`config.mk`:
```
export PLATFORM = sky130hd
export DESIGN_NAME = aabb_pair_collision
export DESIGN_NICKNAME = d
export VERILOG_FILES = /design/src/rtl/core/apc_pkg.sv /design/src/rtl/core/apc_lane.sv /design/src/rtl/core/aabb_pair_collision.sv
export SDC_FILE = /design/constraint.sdc
export NUM_CORES = 2
export LEC_CHECK = 0
export BUFFER_PORTS_ARGS = -buffer_cell sky130_fd_sc_hd__buf_2
export CORE_MARGIN = 10
export CORE_UTILIZATION = 48
export DETAILED_ROUTE_END_ITERATION = 7
export PLACE_DENSITY = 0.71
export SLEW_MARGIN = 0
export SYNTH_ARGS = -nofsm -noshare
export SYNTH_HDL_FRONTEND = slang
export SYNTH_SLANG_ARGS = --single-unit
```
`constraint.sdc`:
```
create_clock -name clock -period 38.2 [get_ports clock]
set_input_delay 3.82 -clock clock [delete_from_list [all_inputs] [get_ports clock]]
set_output_delay 3.82 -clock clock [all_outputs]
set_load 0.01 [all_outputs]
```
`src/rtl/core/apc_pkg.sv`:
```
package apc_pkg;

   // Field widths of one box pair and of one result.
   localparam int CTR_W  = 32;          // center, Q16.16 signed
   localparam int SIZE_W = 31;          // full size, Q15.16 unsigned
   localparam int HALF_W = SIZE_W - 1;  // half size after the shift
   localparam int EXT_W  = CTR_W + 1;   // box extent, signed
   localparam int DIFF_W = CTR_W + 2;   // extent difference, signed
   localparam int NRM_W  = 2;           // normal sign, signed
   localparam int NUM_AXES = 3;

   localparam int REQ_TDATA_W = 384;
   localparam int RSP_TDATA_W = 48;

   // Sign codes of a normal component.
   localparam logic [NRM_W-1:0] SIGN_ZERO = 2'b00;
   localparam logic [NRM_W-1:0] SIGN_POS  = 2'b01;
   localparam logic [NRM_W-1:0] SIGN_NEG  = 2'b11;

   // Contact axis codes.
   localparam logic [1:0] AXIS_X = 2'd0;
   localparam logic [1:0] AXIS_Y = 2'd1;
   localparam logic [1:0] AXIS_Z = 2'd2;

   // Load enables of the three lane stages.
   typedef struct packed {
      logic en1;
      logic en2;
      logic en3;
   } apc_adv_type;

endpackage

```
`src/rtl/core/apc_lane.sv`:
```
module apc_lane
   import apc_pkg::*;
(
   input  logic                     clock,
   input  apc_adv_type              adv,
   input  logic signed [CTR_W-1:0]  a_center,
   input  logic        [SIZE_W-1:0] a_size,
   input  logic signed [CTR_W-1:0]  b_center,
   input  logic        [SIZE_W-1:0] b_size,
   output logic signed [DIFF_W-1:0] overlap,
   output logic        [DIFF_W-1:0] magnitude,
   output logic        [NRM_W-1:0]  sign
);

   // Stage 1: box extents on this axis.
   logic signed [EXT_W-1:0] a_max_in, a_min_in, b_max_in, b_min_in, b_ctr_in;
   logic signed [EXT_W-1:0] a_max_ff, a_min_ff, b_max_ff, b_min_ff, b_ctr_ff;
   logic signed [EXT_W-1:0] a_half_ext, b_half_ext;

   always_comb begin
      a_half_ext = $signed({{(EXT_W-HALF_W){1'b0}}, a_size[SIZE_W-1:1]});
      b_half_ext = $signed({{(EXT_W-HALF_W){1'b0}}, b_size[SIZE_W-1:1]});
      a_max_in   = $signed({a_center[CTR_W-1], a_center}) + a_half_ext;
      a_min_in   = $signed({a_center[CTR_W-1], a_center}) - a_half_ext;
      b_ctr_in   = $signed({b_center[CTR_W-1], b_center});
      b_max_in   = b_ctr_in + b_half_ext;
      b_min_in   = b_ctr_in - b_half_ext;
   end

   always_ff @(posedge clock) begin
      if (adv.en1) begin
         a_max_ff <= a_max_in;
         a_min_ff <= a_min_in;
         b_max_ff <= b_max_in;
         b_min_ff <= b_min_in;
         b_ctr_ff <= b_ctr_in;
      end
   end

   // Stage 2: the two cross differences and the offset of B's center
   // from its clamp into A.
   logic signed [DIFF_W-1:0] ov_p_in, ov_q_in, dist_in;
   logic signed [DIFF_W-1:0] ov_p_ff, ov_q_ff, dist_ff;

   always_comb begin
      ov_p_in = $signed({a_max_ff[EXT_W-1], a_max_ff}) - $signed({b_min_ff[EXT_W-1], b_min_ff});
      ov_q_in = $signed({b_max_ff[EXT_W-1], b_max_ff}) - $signed({a_min_ff[EXT_W-1], a_min_ff});
      priority if (b_ctr_ff < a_min_ff) begin
         dist_in = $signed({b_ctr_ff[EXT_W-1], b_ctr_ff})
                 - $signed({a_min_ff[EXT_W-1], a_min_ff});
      end else if (b_ctr_ff > a_max_ff) begin
         dist_in = $signed({b_ctr_ff[EXT_W-1], b_ctr_ff})
                 - $signed({a_max_ff[EXT_W-1], a_max_ff});
      end else begin
         dist_in = '0;
      end
   end

   always_ff @(posedge clock) begin
      if (adv.en2) begin
         ov_p_ff <= ov_p_in;
         ov_q_ff <= ov_q_in;
         dist_ff <= dist_in;
      end
   end

   // Stage 3: overlap, offset magnitude and offset sign.
   logic signed [DIFF_W-1:0] overlap_in, overlap_ff;
   logic        [DIFF_W-1:0] mag_in, mag_ff;
   logic        [NRM_W-1:0]  sign_in, sign_ff;

   always_comb begin
      overlap_in = (ov_p_ff < ov_q_ff) ? ov_p_ff : ov_q_ff;
      mag_in     = dist_ff[DIFF_W-1] ? $unsigned(-dist_ff) : $unsigned(dist_ff);
      priority if (dist_ff[DIFF_W-1]) begin
         sign_in = SIGN_NEG;
      end else if (dist_ff != '0) begin
         sign_in = SIGN_POS;
      end else begin
         sign_in = SIGN_ZERO;
      end
   end

   always_ff @(posedge clock) begin
      if (adv.en3) begin
         overlap_ff <= overlap_in;
         mag_ff     <= mag_in;
         sign_ff    <= sign_in;
      end
   end

   assign overlap   = overlap_ff;
   assign magnitude = mag_ff;
   assign sign      = sign_ff;

endmodule

```
`src/rtl/core/aabb_pair_collision.sv`:
```
// Overlap test of two axis-aligned boxes, one box pair per request.
//
// The req_ channel carries both boxes as centers in Q16.16 and full sizes in Q15.16.
// The rsp_ channel returns one result per request: the hit flag, the
// contact normal as three sign codes and the penetration on the contact
// axis. Requests and results pair up strictly in order.
//
// Three lane stages (extents, cross differences and clamp offset, overlap
// and magnitude) run side by side for x, y and z, and a fourth stage picks
// the contact axis into the output register, which drives rsp_tvalid.
// Throughput is one request per cycle while the receiver keeps rsp_tready
// high, set by the four pipeline registers, each of which takes a new
// entry in every cycle in which it is not stalled.
//
// When the receiver holds rsp_tready low the result stays in the output
// register and the pipeline fills behind it; req_tready drops only once
// every stage holds a request. Synchronous reset empties the pipeline.
module aabb_pair_collision
   import apc_pkg::*;
(
   input  logic                   clock,
   input  logic                   reset,
   input  logic                   req_tvalid,
   output logic                   req_tready,
   // From bit 0: a_center_x, a_center_y, a_center_z (32 each),
   // a_size_x, a_size_y, a_size_z (31 each), b_center_x, b_center_y,
   // b_center_z (32 each), b_size_x, b_size_y, b_size_z (31 each), zeros.
   input  logic [REQ_TDATA_W-1:0] req_tdata,
   output logic                   rsp_tvalid,
   input  logic                   rsp_tready,
   // From bit 0: hit (1), normal_x, normal_y, normal_z (2 each),
   // penetration (34), zeros.
   output logic [RSP_TDATA_W-1:0] rsp_tdata
);

   // Field offsets within req_tdata.
   localparam int A_CTR_LSB  = 0;
   localparam int A_SIZE_LSB = A_CTR_LSB + NUM_AXES * CTR_W;
   localparam int B_CTR_LSB  = A_SIZE_LSB + NUM_AXES * SIZE_W;
   localparam int B_SIZE_LSB = B_CTR_LSB + NUM_AXES * CTR_W;
   localparam int RSP_USED_W = 1 + NUM_AXES * NRM_W + DIFF_W;

   // Stage occupancy and flow control. A stage may load when it is empty
   // or when its content moves on in the same cycle.
   logic v1_ff, v2_ff, v3_ff, v4_ff;
   logic s1_free, s2_free, s3_free, out_free;
   logic en4;
   apc_adv_type adv;

   always_comb begin
      out_free = !v4_ff || rsp_tready;
      s3_free  = !v3_ff || out_free;
      s2_free  = !v2_ff || s3_free;
      s1_free  = !v1_ff || s2_free;
      adv.en1  = req_tvalid && s1_free;
      adv.en2  = v1_ff && s2_free;
      adv.en3  = v2_ff && s3_free;
      en4      = v3_ff && out_free;
   end

   assign req_tready = s1_free;

   always_ff @(posedge clock) begin
      if (reset) begin
         v1_ff <= 1'b0;
         v2_ff <= 1'b0;
         v3_ff <= 1'b0;
         v4_ff <= 1'b0;
      end else begin
         if (s1_free) begin
            v1_ff <= req_tvalid;
         end
         if (s2_free) begin
            v2_ff <= v1_ff;
         end
         if (s3_free) begin
            v3_ff <= v2_ff;
         end
         if (out_free) begin
            v4_ff <= v3_ff;
         end
      end
   end

   // One lane per axis covers the first three stages.
   logic signed [DIFF_W-1:0] overlap [NUM_AXES];
   logic        [DIFF_W-1:0] mag     [NUM_AXES];
   logic        [NRM_W-1:0]  sgn     [NUM_AXES];

   for (genvar i = 0; i < NUM_AXES; i++) begin : g_lane
      apc_lane u_lane (
         .clock     (clock),
         .adv       (adv),
         .a_center  ($signed(req_tdata[A_CTR_LSB + i*CTR_W +: CTR_W])),
         .a_size    (req_tdata[A_SIZE_LSB + i*SIZE_W +: SIZE_W]),
         .b_center  ($signed(req_tdata[B_CTR_LSB + i*CTR_W +: CTR_W])),
         .b_size    (req_tdata[B_SIZE_LSB + i*SIZE_W +: SIZE_W]),
         .overlap   (overlap[i]),
         .magnitude (mag[i]),
         .sign      (sgn[i])
      );
   end

   // Stage 4: contact axis, hit and normal. The axis is x when its offset
   // is strictly the larger of x and y, otherwise y, and z takes over only
   // when its offset is strictly larger than the one chosen so far. A box
   // B centered inside A therefore reports the y axis with a zero normal.
   logic [1:0]               axis_xy, axis_sel;
   logic [DIFF_W-1:0]        mag_xy;
   logic                     hit_in;
   logic [NRM_W-1:0]         nrm_in [NUM_AXES];
   logic signed [DIFF_W-1:0] pen_in;

   logic                     hit_ff;
   logic [NRM_W-1:0]         nrm_ff [NUM_AXES];
   logic signed [DIFF_W-1:0] pen_ff;

   always_comb begin
      if (mag[0] > mag[1]) begin
         axis_xy = AXIS_X;
         mag_xy  = mag[0];
      end else begin
         axis_xy = AXIS_Y;
         mag_xy  = mag[1];
      end
      axis_sel = (mag_xy < mag[2]) ? AXIS_Z : axis_xy;
      hit_in   = (overlap[0] > 0) && (overlap[1] > 0) && (overlap[2] > 0);
      unique case (axis_sel)
         AXIS_X:  pen_in = overlap[0];
         AXIS_Y:  pen_in = overlap[1];
         AXIS_Z:  pen_in = overlap[2];
         default: pen_in = overlap[2];
      endcase
      for (int i = 0; i < NUM_AXES; i++) begin
         nrm_in[i] = (hit_in && axis_sel == 2'(i)) ? sgn[i] : SIGN_ZERO;
      end
   end

   always_ff @(posedge clock) begin
      if (en4) begin
         hit_ff <= hit_in;
         pen_ff <= pen_in;
         for (int i = 0; i < NUM_AXES; i++) begin
            nrm_ff[i] <= nrm_in[i];
         end
      end
   end

   assign rsp_tvalid = v4_ff;
   assign rsp_tdata  = {{(RSP_TDATA_W-RSP_USED_W){1'b0}}, pen_ff,
                        nrm_ff[2], nrm_ff[1], nrm_ff[0], hit_ff};

`ifndef SYNTHESIS
   // A pipeline stage never drops a request it has just accepted.
   a_req_lands: assert property (@(posedge clock) disable iff (reset)
      (req_tvalid && req_tready) |=> v1_ff)
      else $error("accepted request did not reach the first stage");

   // A result without a hit carries a zero normal.
   a_miss_zero_normal: assert property (@(posedge clock) disable iff (reset)
      (rsp_tvalid && !rsp_tdata[0]) |-> (rsp_tdata[6:1] == '0))
      else $error("normal is nonzero on a result without a hit");

   // At most one axis of the normal is set, and no code is the unused one.
   a_single_axis: assert property (@(posedge clock) disable iff (reset)
      rsp_tvalid |-> ($countones({rsp_tdata[1], rsp_tdata[3], rsp_tdata[5]}) <= 1
                      && rsp_tdata[2:1] != 2'b10 && rsp_tdata[4:3] != 2'b10
                      && rsp_tdata[6:5] != 2'b10))
      else $error("normal is set on more than one axis or holds a bad code");

   // A stalled stage keeps the next stage full rather than losing content.
   a_stall_holds: assert property (@(posedge clock) disable iff (reset)
      (v3_ff && v4_ff && !rsp_tready) |=> (v3_ff && v4_ff))
      else $error("pipeline lost a request under a stall");

   // Reset empties the pipeline.
   a_reset_empty: assert property (@(posedge clock)
      reset |=> (!rsp_tvalid && !v1_ff && !v2_ff && !v3_ff))
      else $error("pipeline not empty after reset");
`endif

endmodule
```
==> out/metrics.yaml <==
worstHoldPathType: "flip-flop to flip-flop"
synth_cell_types: 86
layout_min_cycle_time_ps: 8870
ant_nets: 0
nNetsFinal: 9773
synth_edf_count: 1040
arrival_ps: 5050
wl_per_cell_um: 21.8
final_hold_viol_count: 0
drive_above_1_share_pct: 10.3
grt_pass1_vias: 59100
finalPower_mw: 4.48
crit_type: "input pin to output port"
die_w_um: 427
ctsLongestPathBuffers: 3
hpwl_mm: 190
grt_pass1_wl_mm: 346
post_synth.cell_area_avg_um2: 9.82
ys_seq_elements: 1044
grt_use_total_pct: 24.4
syn_area_um2: 79400
synth_mux_area_share_pct: 2.81
ys_seq_area_share_pct: 39.5
drt-initial-drc-count: 5716
cts-htree-levels: 3
start_util_pct: 48.2
fmax_mhz: 113
insertion_delay_ps: 760
overflow: 0
vias: 61700
ys_async_sr_fraction_pct: 0
portBuffers: 418
yosys.area_share.adder_pct: 15.1
crit_slowest_cell: "nor2b_1"
fin_util_pct: 53.2
crit_buf_inv: 2
critPathMostFrequentCell: "buf_2"
drc: 0
rsz0062_at_grt: "no"
io-pin-count: 438
layout_setup_ws_ps: 29330
max_cap_violations: 0
irDropWorstVdd_mv: 0.0398
post_cts_buffers: 0
dieArea_um2: 182000
hold_buffers: 0
row_count: 149
drt-pass1-iter-count: 7
period_share_pct: 23.2
synth_warnings: 0
wirelength_mm: 234
end_kind: "output port"
slew_headroom_pct: 21.2
cts_buffers: 113
netlist_instances: 8078
synth_compound_area_share_pct: 17.6
setup.worst_path.start_class: "input pin"
status: "completed"
antenna_found_initial: 7
synth-simple-area-share_pct: 11.1
syn_to_final_growth_pct: 10.4
skew_ps: 47.0
post_cts_resized: 0
p_leak_nw: 37.8
die_y_um: 427
slew_viol_final: 0
synth_xor_area_share_pct: 8.23
setup_viol: 0
max_stage_delay_ps: 450
pre_cts_ws_ps: 29330
cts_tree: "done"
clkTransAtPathRegs_ps: 60
path_max_fanout: 5
synth_top_family_by_area: "compound AO/OA/AOI/OAI gates"
gp_congestion: 0.944
viasPerCell: 5.75
worstMarginPinSlew_ps: 1180
worstPathCellList: "buf_2 -> nor2b_1 -> and3_1 -> nand2_1 -> buf_2"
p_per_area_nw_per_um2: 51.1
tns_ps: 0
grt_start_max_net_pins: 82
crit_required_ps: 34380
synth-main-ff-cell: "edfxtp_1"
crit_family: "simple AND/OR/NAND/NOR gates"
coreArea_um2: 165000
root_buffer: "clkbuf_16"
cts_sinks: 1044
whs_ps: 439
Yosys cell counts, types with 78 or more instances:
cell	count	area (um2)
edfxtp_1	1040	31200
a31oi_1	78	488
nor2b_1	111	694
o21ai_0	404	2020
nand2b_1	107	669
ha_1	922	11500
mux2_2	169	1900
clkbuf_1	190	713
o21a_1	112	841
inv_1	952	3570
nand2_1	414	1550
nand3_1	132	661
a21o_1	284	2130
xor2_1	192	1680
xnor2_1	554	4850
o21bai_1	132	991
nor3_1	129	646
a21oi_1	635	3180
nor2_1	506	1900
o31ai_1	92	691
worst paths after layout:
kind	start	endpoint	slack, ps	cells past startpoint
max	rsp_tready	req_tready	29330	5
min	g_lane[1].u_lane.ov_q_ff[0]	g_lane[1].u_lane.overlap[0]	440	0
max reg2reg	g_lane[0].u_lane.magnitude[26]	pen_ff[18]	30590	22
min reg2reg	g_lane[1].u_lane.ov_q_ff[0]	g_lane[1].u_lane.overlap[0]	440	0
where the power goes:
group	switching (mW)	internal [mW]	total, mW
logic	1.03	0.697	1.73
clock network	0.487	0.652	1.14
registers	0.0999	1.51	1.61
flip-flops by register name (all words and copies together) (netlist names), 99 cells and up:
register / flops
g_lane.u_lane.dist_ff: 102
g_lane.u_lane.overlap: 102
g_lane.u_lane.ov_p_ff: 99
g_lane.u_lane.a_min_ff: 99
g_lane.u_lane.b_min_ff: 99
g_lane.u_lane.magnitude: 102
g_lane.u_lane.ov_q_ff: 102
through the flow:
step / cell area [um2] / instances
after global routing: 87600 / 10700
after global placement: 83800 / 10500
after CTS: 87600 / 10700
after floorplan: 79400 / 8084
after detailed placement: 83800 / 10500
final: 87600 / 10700
metal layers:
| layer | up-vias | wire (um) | GRT usage [%] | part of all wire [%] |
|---|---|---|---|---|
| met3 | 323 | 15500 | 3.63 | 6.6 |
| met5 | - | 17 | 0 | 0.0073 |
| met2 | 2081 | 108000 | 40.2 | 46 |
| met1 | 29400 | 101000 | 32.7 | 43 |
| li1 | 29900 | - | - | - |
| met4 | 2 | 8980 | 8.59 | 3.8 |
layout by cell type, fill, tap and decap left out, drive strengths merged, types with 67 or more instances in the layout:
master | netlist | routed
nor2 | 506 | 506
edfxtp | 1040 | 1040
nor2b | 111 | 111
nand3 | 133 | 133
o21bai | 132 | 132
a21oi | 635 | 635
buf | 25 | 455
nand2 | 414 | 414
ha | 922 | 922
a21o | 284 | 284
inv | 952 | 962
or3 | 67 | 67
o31ai | 92 | 92
a211oi | 71 | 71
mux2 | 169 | 169
xnor2 | 554 | 554
a31oi | 78 | 78
clkbuf | 190 | 126
o21ai | 407 | 407
nor3 | 131 | 131
xor2 | 192 | 192
nand2b | 107 | 107
o21a | 112 | 112
cell type report:
type                    instances  area [um2]
fillers                     14600       77000
multi-input cells            5873       43800
flip-flops and latches       1044       31300
inverters                     952        3570
clock buffers                 126        2900
well taps                    2189        2740
repair buffers                455        2370
clock inverters                86         936
diodes                          1        2.50
logic make-up after synthesis:
family / Yosys count
other cells: 1
compound gates: 2174
mux: 202
buf+inv: 1167
flops: 1044
fa+ha+maj: 946
simple gates: 1798
xor+xnor: 746
worst reg2reg max path, delay by kind of cell, from the launching register on:
family	cells	cell delay (ps)
AND/OR/NAND/NOR	6	1140
adder cells (fa/ha/maj)	2	720
multiplexers	1	410
AO/OA/AOI/OAI	11	3430
flip-flops	1	470
buffers and inverters	2	1180
Power figures use the tool's default switching activity.
